## src/hw/rtl/bpwu_pkg.sv

```systemverilog
package bpwu_pkg;

   // Request codes carried in req_type; codes 6 and 7 are unused.
   typedef enum logic [2:0] {
      REQ_WR_WEIGHT = 3'd0,
      REQ_WR_BIAS   = 3'd1,
      REQ_WR_PREV   = 3'd2,
      REQ_TRAIN     = 3'd3,
      REQ_RD_WEIGHT = 3'd4,
      REQ_RD_BIAS   = 3'd5
   } req_kind_type;

   // Register indexes on the configuration port.
   localparam logic [1:0] CSR_RATE  = 2'd0;
   localparam logic [1:0] CSR_REGW  = 2'd1;
   localparam logic [1:0] CSR_COUNT = 2'd2;

   typedef enum logic [3:0] {
      ST_IDLE,
      ST_GAIN,
      ST_FETCH,
      ST_MUL,
      ST_SUM,
      ST_SCALE,
      ST_WRITE,
      ST_EMIT_RD,
      ST_EMIT_PUT,
      ST_READ_RD,
      ST_READ_PUT
   } state_type;

   typedef struct packed {
      logic accept;
      logic gain;
      logic bias_mode;
      logic mul;
      logic sum;
      logic scale;
      logic write;
      logic j_clear;
      logic j_inc;
      logic out_emit;
      logic out_read;
      logic acc_clear;
   } cmd_type;

   typedef struct packed {
      logic node_ok;
      logic j_last;
      logic out_free;
   } status_type;

endpackage

```

## src/hw/rtl/bpwu_ctrl.sv

```systemverilog
module bpwu_ctrl
   import bpwu_pkg::*;
(
   input  logic       clock,
   input  logic       reset,
   input  logic       req_valid,
   input  logic [2:0] req_type,
   input  logic       req_last_node,
   output logic       req_stall,
   input  status_type st,
   output cmd_type    cmd
);

   state_type state_ff, state_in;
   logic      bias_ff, bias_in;
   logic      last_ff, last_in;
   logic      accept;

   always_ff @(posedge clock) begin
      if (reset) begin
         state_ff <= ST_IDLE;
         bias_ff  <= 1'b0;
         last_ff  <= 1'b0;
      end else begin
         state_ff <= state_in;
         bias_ff  <= bias_in;
         last_ff  <= last_in;
      end
   end

   always_comb begin
      state_in      = state_ff;
      bias_in       = bias_ff;
      cmd           = '0;
      cmd.bias_mode = bias_ff;
      req_stall     = (state_ff != ST_IDLE);
      accept        = req_valid && !req_stall;
      last_in       = accept ? req_last_node : last_ff;
      unique case (state_ff)
         ST_IDLE: begin
            cmd.accept = accept;
            if (accept) begin
               unique case (req_kind_type'(req_type))
                  REQ_TRAIN: begin
                     if (st.node_ok) begin
                        state_in = ST_GAIN;
                     end else if (req_last_node) begin
                        cmd.j_clear = 1'b1;
                        state_in    = ST_EMIT_RD;
                     end
                  end
                  REQ_RD_WEIGHT, REQ_RD_BIAS: state_in = ST_READ_RD;
                  default: state_in = ST_IDLE;
               endcase
            end
         end
         ST_GAIN: begin
            cmd.gain    = 1'b1;
            cmd.j_clear = 1'b1;
            bias_in     = 1'b0;
            state_in    = ST_FETCH;
         end
         ST_FETCH: state_in = ST_MUL;
         ST_MUL: begin
            cmd.mul  = 1'b1;
            state_in = ST_SUM;
         end
         ST_SUM: begin
            cmd.sum  = 1'b1;
            state_in = ST_SCALE;
         end
         ST_SCALE: begin
            cmd.scale = 1'b1;
            state_in  = ST_WRITE;
         end
         ST_WRITE: begin
            cmd.write = 1'b1;
            if (bias_ff) begin
               bias_in = 1'b0;
               if (last_ff) begin
                  cmd.j_clear = 1'b1;
                  state_in    = ST_EMIT_RD;
               end else begin
                  state_in = ST_IDLE;
               end
            end else if (st.j_last) begin
               bias_in  = 1'b1;
               state_in = ST_FETCH;
            end else begin
               cmd.j_inc = 1'b1;
               state_in  = ST_FETCH;
            end
         end
         ST_EMIT_RD: state_in = ST_EMIT_PUT;
         ST_EMIT_PUT: begin
            if (st.out_free) begin
               cmd.out_emit = 1'b1;
               if (st.j_last) begin
                  cmd.acc_clear = 1'b1;
                  state_in      = ST_IDLE;
               end else begin
                  cmd.j_inc = 1'b1;
                  state_in  = ST_EMIT_RD;
               end
            end
         end
         ST_READ_RD: state_in = ST_READ_PUT;
         ST_READ_PUT: begin
            if (st.out_free) begin
               cmd.out_read = 1'b1;
               state_in     = ST_IDLE;
            end
         end
         default: state_in = ST_IDLE;
      endcase
   end

endmodule

```

## config.mk

```make
export PLATFORM = sky130hd
export DESIGN_NAME = bpwu_ctrl
export DESIGN_NICKNAME = d
export VERILOG_FILES = /design/src/hw/rtl/bpwu_pkg.sv /design/src/hw/rtl/bpwu_ctrl.sv
export SDC_FILE = /design/constraint.sdc
export NUM_CORES = 1
export LEC_CHECK = 0
export ABC_AREA = 1
export BUFFER_PORTS_ARGS = -buffer_cell sky130_fd_sc_hd__buf_2
export CAP_MARGIN = 20
export CORE_AREA = 2 2 39 41
export DETAILED_ROUTE_END_ITERATION = 16
export DIE_AREA = 0 0 41 43
export PLACE_DENSITY = 0.67
export SLEW_MARGIN = 30
export SYNTH_ARGS = -nofsm -noshare
export SYNTH_HDL_FRONTEND = slang
export SYNTH_SLANG_ARGS = --single-unit
```

## constraint.sdc

```tcl
create_clock -name clock -period 1.3 [get_ports clock]
set_input_delay 0.195 -clock clock [delete_from_list [all_inputs] [get_ports clock]]
set_output_delay 0.195 -clock clock [all_outputs]
set_load 0.005 [all_outputs]
```

==> results of run 1 <==
==> power by group <==
group / leakage [nW] / switching, mW / internal [mW]
Clock: 0.0138 / 0.0783 / 0.105
Combinational: 0.382 / 0.223 / 0.195
Sequential: 0.0518 / 0.0302 / 0.203
Total: 0.447 / 0.332 / 0.503
==> cells by family after synthesis <==
kind of cell / Yosys count / share of synthesized area (%)
DFF: 6 / 23.65
AOI/OAI and AO/OA: 11 / 12.56
and+or+nand+nor: 56 / 49.75
buffers and inverters: 18 / 14.04
==> flip-flops by register name (all words and copies together) (netlist names) <==
signal and count:
bias_ff 1, state_ff 4, last_ff 1
==> critical path: stages (launching register included) <==
cell and delay (ns):
dfxtp_4 0.36, inv_4 0.07, nand2_4 0.06, nor2_4 0.11
inv_2 0.05, nor2_4 0.10, o21a_1 0.12, buf_2 0.10
==> metal layers <==
metal | GRT usage, % | vias to the layer above | wire length (um)
li1 | - | 362 | -
met1 | 27.83 | 312 | 659
met2 | 35.00 | 16 | 827
met3 | 3.141 | 4 | 58
met4 | 8.000 | 0 | 17
met5 | 0 | - | 0
==> cells in the final DEF (no fill, tap or decap), drive strengths merged <==
| master | instances |
|---|---|
| buf | 33 |
| nand2 | 22 |
| nor3 | 2 |
| nand3 | 12 |
| dfxtp | 6 |
| clkbuf | 3 |
| inv | 17 |
| o21a | 1 |
| nor2 | 20 |
| o211ai | 1 |
| a21oi | 6 |
| o21ai | 3 |
==> area by class of cell <==
class	count	share of cell area (%)
multi-input combinational	67	46.76
timing repair buffer	33	24.89
sequential	6	15.54
inverter	17	7.914
clock buffer	3	2.590
tap	16	2.302
==> worst min-delay path by stage <==
stage                      from     endpoint  slack [ns]  cells after the start
after floorplan           reset      bias_ff        0.26                      1
after global placement    reset  state_ff[0]        0.46                      2
after detailed placement  reset  state_ff[3]        0.46                      2
after CTS                 reset  state_ff[3]        0.20                      2
after global routing      reset  state_ff[3]        0.20                      2
final                     reset  state_ff[3]        0.20                      2
==> stage by stage <==
step,instances,setup slack [ns],hold slack [ns]
after global placement,134,0.05941,0.4570
after detailed placement,134,0.04946,0.4620
after floorplan,91,0.1438,0.2641
after global routing,142,-0.1850,0.1967
final,142,-0.1236,0.1955
after CTS,142,-0.1141,0.1971
==> repair_timing <==
action	in CTS	in global routing
pin swaps	5	5
setup buffers	5	0
gates resized for setup	29	14
setup endpoints to repair	10	16
hold endpoints to repair	0	0
gates cloned	0	0
==> impl_results.md, run 1 <==
- Global-route wire length before repair: 2635 um
- Initial antenna violation count: 0
- TritonRoute pass-1 iters: 4
- Reg2reg setup slack: 0.02 ns
- Multi-input logic area: 406.6 um2
- Failing checks: setup timing
- R2r startpoint: state_ff[3]
- Reg2Reg Depth: 11
- Final Hold Viols: 0
- Register Area: 135.1 um2
- Largest net degree at the start of global routing: 7
- Initial Utilization: 36.71%
- EDFF count, synth: 0
- CP Max Fanout: 3
- DR DRC count: 0
- Total grt overflow: 0
- Setup TNS: -0.4851 ns
- PortBufs: 22
- Commonest cells in the netlist: nand2_1, inv_1, nor2_1, nand3_1, dfxtp_1
- Root Buffer: clkbuf_4
- TritonCTS clock tree: yes
- Skew final: 0.003245 ns
- Status: complete, but fails checks
- Via Count: 694
- Power per cell area: 960.5 nW/um2
- Pleak: 0.4473 nW
- Post-Route WL: 1562 um
- Die ar.: 1763 um2
- Final Net Count: 138
- I/O pin cnt: 23
- Critical path launch point: state_ff[0]
- Max-cap violations: 0
- Syn avg cell area: 5.582 um2
- Htree depth: 1
- Area grow syn2layout: 71.18%
- Kind of critical path: flop to output port
- Final Max Slew Viols: 0
- Cell count after synthesis: 91
- Core ar.: 1384 um2
- Vias/cell: 4.887
- Die height: 43 um
- Post-DP HPWL: 1123 um
- Most numerous cell in the Yosys netlist: nand2_1
- Mapped Nets: 101
- CTS Sinks: 6
- Most common flop cell mapped by yosys: dfxtp_1
- Share of cells above drive strength 1: 52.38%
- Fin crit share: 109.5%
- HP Class: input port to flop
- CTS Hold Bufs: 0
- Fillers: 121
- Fmax: 702.4 MHz
- # diodes: 0
- Finished layout cell area: 869.6 um2
- Slew of the pin with the lowest slew margin: 0.2748 ns
- TritonCTS Buffers: 3
- Tmin final: 1.424 ns
- Clock buffer depth: 2
- Rel. slew slack: 81.62%
- Leading area contributor after synthesis: dfxtp_1
- RSZ-0062 raised after global routing: yes
- Synthesized area: 508.0 um2
- CP Capture Point: cmd[3]
- Yosys top cell area share: 23.65%
- CP startpoint kind: flop
- DIE WIDTH: 41 um
- Routed len/inst: 11.00 um
- WP data required: 1.11 ns
- FF-to-FF End: state_ff[2]
- Final setup vio count: 9
- Final setup margin: -0.1236 ns
- Syn. warnings: 0
- CP Capture Type: output port
- Total power: 0.8352 mW
- Routed Antenna Nets: 0
- Dpl cell area: 675.6 um2
- Clock transition at the registers of the reported paths: 0.05 ns
- Async set or reset register ratio after synthesis: 0%
- Cell row count: 14
- Register bit count reported by yosys: 6
- Vias in the first global route: 657
- IR drop worst, VDD: 0.5589 mV
- Tot GR Track Use: 21.73%
- Seq/Total Area, Yosys: 23.65%
- Final design utilization: 62.84%
- Critical Path AT: 1.23 ns
- Library cells used by synthesis: 17
- Worst skew pair latency: 0.25 ns
- Largest cells by area after synthesis: dfxtp_1, nand2_1, inv_1
- Global placement routability congestion: 0.8125
- Drt initial violations: 14
Power figures use the tool's default switching activity.
==> run 2: changes to the inputs <==
- PLACE_DENSITY: 0.67 -> 0.63
==> run 2 against run 1 <==
The flow still finishes with violations (setup timing). First-iteration DRC count is 43% lower. Sequential share of layout area is 0.41 points lower. Clock skew hardly changed. Highest routed layer unchanged. Clock power is 5% lower. Sequential power hardly changed. Hold slack worse by 0.00079 ns.
==> impl_results.md, run 2 (same netlist as run 1, synthesis figures left out) <==
- Status: complete, but fails checks
- Failing checks: setup timing
- Reg with most FFs: state_ff
- Global-route wire length before repair: 2601 um (-1.3%)
- Total grt overflow: 0 (unchanged)
- Clock buffer depth: 2 (unchanged)
- WP data required: 1.11 ns (about the same)
- Reg2Reg Depth: 11 (unchanged)
- Area grow syn2layout: 75.86%
- Core ar.: 1384 um2 (unchanged)
- Critical Path AT: 1.22 ns (about the same)
- Commonest non-fill, non-tap cell in the layout: buf_2
- Commonest cells after routing, fill and taps aside: buf_2, nand2_1, inv_1
- Final setup margin: -0.1139 ns (+0.009727 ns)
- Max-cap violations: 0 (unchanged)
- HP Class: input port to flop
- Share of cells above drive strength 1: 54.26% (+1.9 points)
- Max incr delay on CP: 0.37 ns (about the same)
- Fillers: 110 (-9.1%)
- CP startpoint kind: flop
- Routed Antenna Nets: 0 (unchanged)
- Min-Delay Endpoint: state_ff[0]
- Pleak: 0.4675 nW (+4.5%)
- IR drop worst, VDD: 0.7095 mV (+27%)
- Biggest regs: state_ff: 4 flops, bias_ff: 1 flops, last_ff: 1 flops
- Global placement routability congestion: 0.8287 (+2.0%)
- Fmax: 707.3 MHz (+0.69%)
- # diodes: 0 (unchanged)
- Final design utilization: 64.56% (+1.7 points)
- CP top delay family: flip-flops
- CP Capture Type: output port
- Slowest CP cell: dfxtp_4
- Root Buffer: clkbuf_4
- Kind of critical path: flop to output port
- Rel. slew slack: 84.38% (+2.8 points)
- Clock transition at the registers of the reported paths: 0.05 ns (about the same)
- Slew of the pin with the lowest slew margin: 0.2340 ns (-0.04074 ns)
- Final Net Count: 141 (+2.2%)
- Inst Count DP: 134 (unchanged)
- Largest net degree at the start of global routing: 7 (unchanged)
- TritonCTS clock tree: yes
- Skew final: 0.002812 ns (-0.0004324 ns)
- Worst path cell trace: inv_4 > nor2_4 > nand2_2 > nor2_2 > o21a_1 > buf_2
- Post-DP HPWL: 1154 um (+2.8%)
- Initial Utilization: 36.71% (unchanged)
- Initial antenna violation count: 0 (unchanged)
- Final setup vio count: 13 (+4)
- Critical path buffer and inverter count: 2 (-1)
- Drt initial violations: 8 (-6)
- CP Max Fanout: 3 (unchanged)
- Htree depth: 1 (unchanged)
- Vias/cell: 4.779 (-2.2%)
- Final Hold Viols: 0 (unchanged)
- I/O pin cnt: 23 (unchanged)
- Finished layout cell area: 893.4 um2 (+2.7%)
- Tot GR Track Use: 21.35% (-0.38 points)
- FF-to-FF End: state_ff[2]
- Routed len/inst: 11.12 um (+1.1%)
- Post-Route WL: 1612 um (+3.2%)
- Die height: 43 um (unchanged)
- Setup TNS: -0.4763 ns (+0.008788 ns)
- Via Count: 693 (-0.14%)
- PortBufs: 22 (unchanged)
- TritonCTS Buffers: 3 (unchanged)
- HP Start: reset
- Power per cell area: 926.5 nW/um2 (-3.5%)
- DR DRC count: 0 (unchanged)
- CTS Sinks: 6 (unchanged)
- Fin crit share: 108.8% (-0.75 points)
- Worst skew pair latency: 0.24 ns (about the same)
- DIE WIDTH: 41 um (unchanged)
- Hold WS: 0.1947 ns (-0.0007880 ns)
- R2r startpoint: state_ff[3]
- Hold path depth: 2 (unchanged)
- RSZ-0062 raised after global routing: yes
- Max reg flops: 4 (unchanged)
- Die ar.: 1763 um2 (unchanged)
- Dpl cell area: 675.6 um2 (unchanged)
- TritonRoute pass-1 iters: 4 (unchanged)
- Tmin final: 1.414 ns (-0.009727 ns)
- Cell row count: 14 (unchanged)
- Vias in the first global route: 674 (+2.6%)
- Final Max Slew Viols: 0 (unchanged)
- Reg2reg setup slack: -0.03 ns (-0.05 ns)
- Post-route insts no fill: 145 (+2.1%)
[run 2: cell types whose count changed in the layout (fill, tap and decap cells not counted), moves of 2 or more]
| cell | change |
|---|---|
| nor2_4 | -3 |
| nand2_2 | +2 |
| buf_4 | +2 |
| inv_1 | +2 |
| nor2_2 | +4 |
| inv_2 | -2 |
[run 2: report_power, final]
group	total, mW	internal (mW)	switching (mW)
registers	0.235	0.203	0.0314
clock network	0.174	0.105	0.0695
logic	0.419	0.197	0.222
[run 2: layout make-up]
cell class | instances | area, um2 | share of cell area (%)
repair buffers | 36 | 242.7 | 27.17
multi-input cells | 67 | 404.1 | 45.24
well taps | 16 | 20.02 | 2.241
inverters | 17 | 68.82 | 7.703
flip-flops and latches | 6 | 135.1 | 15.13
clock buffers | 3 | 22.52 | 2.521
[run 2: metal layers]
layer	up-vias	GRT usage, %	share of wire, %
li1	363	-	-
met1	309	25.32	40
met2	17	36.25	55
met3	4	1.571	3.2
met4	0	10.00	1.9
met5	-	0	0
[run 2: worst register-to-register path, stage by stage, from the launching register on]
cell and delay (ns):
dfxtp_4 0.36, inv_4 0.07, nand2_4 0.05, nor2_4 0.14, buf_6 0.13, nand3_4 0.06, buf_4 0.15, nand2_2 0.08
nor2_1 0.05, nand2_1 0.06, nand2_1 0.05, nor2_1 0.08
[run 2: worst max path at each step]
stage | start | to | slack, ns | cells past startpoint
2_1_floorplan | state_ff[0] | cmd[4] | 0.14 | 5
3_3_place_gp | state_ff[3] | cmd[3] | 0.02 | 6
3_5_place_dp | state_ff[0] | cmd[3] | 0.01 | 7
4_1_cts | state_ff[3] | cmd[3] | -0.12 | 6
5_1_grt | state_ff[1] | cmd[4] | -0.18 | 6
6_report | state_ff[3] | cmd[3] | -0.11 | 6
[run 2: what timing repair did]
action / CTS / global route
hold endpoints to repair: 0 / 0
hold buffers: 0 / 0
resized for setup: 31 / 11
endpoints found under the setup margin: 10 / 16
pin swaps: 7 / 5
buffers inserted: 7 / 1
[run 2: metrics by stage]
stage               power [mW]  worst slack (ns)
finish                  0.8277           -0.1139
global route            0.8880           -0.1788
CTS                     0.7980           -0.1222
detailed placement      0.5202           0.01022
global placement        0.5203           0.02301
floorplan               0.3951            0.1438
==> run 3: changes to the inputs <==
- ABC_AREA: 1 -> 0
- MAX_ROUTING_LAYER: unset -> met4
- PLACE_DENSITY: 0.63 -> 0.66
==> run 3 against run 2 <==
The flow still finishes with violations (setup timing). Routed wire length up 52%. Clock-buffer cell count up 1. Power up 39%. Clock skew up 0.0099 ns. Synthesized cell count down 14%. Area after synthesis up 7.1%. Critical endpoint is now cmd[4].
==> impl_results.md, run 3 <==
- Status: complete, but fails checks
- Failing checks: setup timing
- Initial antenna violation count: 0 (unchanged)
- Post-Place Worst Slack: -0.2302 ns (-0.2404 ns)
- Register Area: 132.6 um2 (-1.9%)
- Leading area contributor after synthesis: dfxtp_1
- R2r startpoint: state_ff[1]
- Skew final: 0.01270 ns (+0.009886 ns)
- Clock power share: 17.4% (-3.6 points)
- Cell row count: 14 (unchanged)
- Multi-input logic area: 500.5 um2 (+24%)
- Final Max Slew Viols: 0 (unchanged)
- FF-to-FF End: state_ff[1]
- Clock transition at the registers of the reported paths: 0.06 ns (about the same)
- Worst skew pair latency: 0.26 ns (+0.02 ns)
- # diodes: 0 (unchanged)
- Syn avg cell area: 6.978 um2 (+25%)
- P_sw: 0.4000 mW (+24%)
- TritonRoute pass-1 iters: 4 (unchanged)
- Post-route insts no fill: 149 (+2.8%)
- Core ar.: 1384 um2 (unchanged)
- EDFF count, synth: 0 (unchanged)
- Seq/Total Area, Yosys: 22.07% (-1.6 points)
- Final Net Count: 144 (+2.1%)
- Mapped Nets: 88 (-13%)
- Sequential power share: 20.4% (-8.0 points)
- I/O pin cnt: 23 (unchanged)
- Final setup vio count: 18 (+5)
- Commonest cells after routing, fill and taps aside: buf_4, buf_2, buf_6
- IR drop worst, VDD: 0.8801 mV (+24%)
- Post-DP HPWL: 1268 um (+9.9%)
- RSZ-0062 raised after global routing: yes
- Largest cells by area after synthesis: dfxtp_1, nor2_1, nor3_1
- Total grt overflow: 0 (unchanged)
- Async set or reset register ratio after synthesis: 0% (unchanged)
- Pleak: 0.5338 nW (+14%)
- Max incr delay on CP: 0.37 ns (about the same)
- Inst Count DP: 131 (-2.2%)
- Reg2reg setup slack: -0.43 ns (-0.40 ns)
- CP startpoint kind: flop
- Register bit count reported by yosys: 6 (unchanged)
- Drt initial violations: 29 (+21)
- Synthesized area: 544.3 um2 (+7.1%)
- Commonest cells in the netlist: nor2_1, nor3_1, dfxtp_1, a21oi_1, nand2b_1
- Net Sw Frac: 34.87% (-4.1 points)
- Total power: 1.147 mW (+39%)
- Share of cells above drive strength 1: 69.17% (+15 points)
- Post-Route WL: 2455 um (+52%)
- Die height: 43 um (unchanged)
- TritonCTS Buffers: 3 (unchanged)
- Routed Antenna Nets: 0 (unchanged)
- CTS Hold Bufs: 0 (unchanged)
- Min-Delay Endpoint: state_ff[1]
- Commonest non-fill, non-tap cell in the layout: buf_4
- Most numerous cell in the Yosys netlist: nor2_1
- Worst path cell trace: nor4_4 > and2_4 > nand2_2 > o221ai_2 > buf_2
- Reg with most FFs: state_ff
- CP top delay family: simple AND/OR/NAND/NOR gates
- Reg2Reg Depth: 8 (-3)
- Vias in the first global route: 759 (+13%)
- Slowest CP cell: dfxtp_4
- Critical path launch point: state_ff[1]
- DIE WIDTH: 41 um (unchanged)
- Final design utilization: 83.09% (+19 points)
- Library cells used by synthesis: 33 (+16)
- Kind of critical path: flop to output port
- Slew of the pin with the lowest slew margin: 0.2982 ns (+0.06421 ns)
- TritonCTS clock tree: yes
- Int Power: 0.7471 mW (+48%)
- Combinational cell fraction of total power: 62.3% (+12 points)
- Critical Path AT: 1.56 ns (+0.34 ns)
- Rel. slew slack: 79.97% (-4.4 points)
- Routed len/inst: 16.48 um (+48%)
- Initial Utilization: 39.33% (+2.6 points)
- Global placement routability congestion: 0.9040 (+9.1%)
- PortBufs: 22 (unchanged)
- Htree depth: 1 (unchanged)
- CTS Sinks: 6 (unchanged)
- Tmin final: 1.750 ns (+0.3362 ns)
- Max-cap violations: 0 (unchanged)
- HP Start: reset
- Tot GR Track Use: 28.10% (+6.7 points)
- Power per cell area: 997.5 nW/um2 (+7.7%)
- WP data required: 1.11 ns (about the same)
- Die ar.: 1763 um2 (unchanged)
- Yosys top cell area share: 22.07% (-1.6 points)
- Fillers: 89 (-19%)
- Most common flop cell mapped by yosys: dfxtp_1
- Critical path buffer and inverter count: 1 (-1)
- Hold path depth: 2 (unchanged)
- Final Hold Viols: 0 (unchanged)
- Area grow syn2layout: 111.3%
- Max reg flops: 4 (unchanged)
- Final setup margin: -0.4501 ns (-0.3362 ns)
- CP Capture Type: output port
- CP Max Fanout: 6 (+3)
- Cell count after synthesis: 78 (-14%)
- Biggest regs: state_ff: 4 flops, bias_ff: 1 flops, last_ff: 1 flops
- HP Class: input port to flop
- DR DRC count: 0 (unchanged)
- Clock buffer depth: 2 (unchanged)
- Fmax: 571.4 MHz (-19%)
- Fin crit share: 134.6% (+26 points)
- Root Buffer: clkbuf_4
- Vias/cell: 5.497 (+15%)
- Syn. warnings: 0 (unchanged)
- Global-route wire length before repair: 3270 um (+26%)
- Via Count: 819 (+18%)
- Largest net degree at the start of global routing: 9 (+2)
run 3: changes by cell type after synthesis, moves of 3 or more:
| cell | previous run | this run |
|---|---|---|
| nand2_1 | 21 | 3 |
| nand2b_1 | 0 | 5 |
| nor2_2 | 4 | 0 |
| nand3_1 | 11 | 2 |
| nor2b_1 | 0 | 3 |
| o21ai_0 | 3 | 0 |
| inv_1 | 16 | 2 |
| and2_1 | 0 | 4 |
| nor3_1 | 2 | 7 |
run 3: final cells by class:
type	instances	share of cell area, %
Tap cell	16	1.741
Timing Repair Buffer	56	38.96
Clock buffer	4	2.285
Inverter	4	1.959
Sequential cell	6	11.53
Multi-Input combinational cell	63	43.53
run 3: what timing repair did:
| action | CTS | global route |
|---|---|---|
| setup endpoints to repair | 17 | 18 |
| hold endpoints to repair | 0 | 0 |
| pin swaps | 7 | 11 |
| gates resized for setup | 25 | 20 |
| setup buffers | 14 | 3 |
run 3: through the flow:
step | instance area [um2] | setup TNS [ns] | hold slack, ns
final | 1150 | -4.855 | 0.2256
after global routing | 1150 | -5.789 | 0.2312
after CTS | 1070 | -3.866 | 0.1692
after detailed placement | 842.1 | -1.298 | 0.4168
after global placement | 842.1 | -1.183 | 0.4166
after floorplan | 581.8 | -0.3557 | 0.2483
run 3: power by group through the flow:
stage               Clock, mW  Sequential, mW  Combinational (mW)
floorplan                   0           0.227               0.216
global placement            0           0.234               0.410
detailed placement          0           0.234               0.413
CTS                     0.201           0.229               0.627
global route            0.207           0.235               0.753
finish                  0.199           0.233               0.714
run 3: worst max path at each step:
stage	to	slack, ns	cells after the start
final	cmd[4]	-0.45	5
after global placement	state_ff[2]	-0.21	6
after CTS	cmd[4]	-0.36	5
after global routing	cmd[4]	-0.50	5
after floorplan	state_ff[1]	-0.08	6
after detailed placement	state_ff[2]	-0.23	6
run 3: metal layers:
layer	global-route usage (%)	vias to the layer above	routed length (um)	share of wire (%)
met3	3.665	11	139	5.7
li1	-	387	-	-
met5	-	-	0	0
met1	30.94	383	875	36
met2	47.19	38	1339	55
met4	12.67	0	100	4.1
run 3: cells by family (layout without fill, tap and decap cells):
group	after synthesis	after routing	synth area share [%]
buf+inv	9	64	8.735
simple gates	48	48	48.96
compound gates	13	13	16.32
mux	2	2	3.908
flops	6	6	22.07
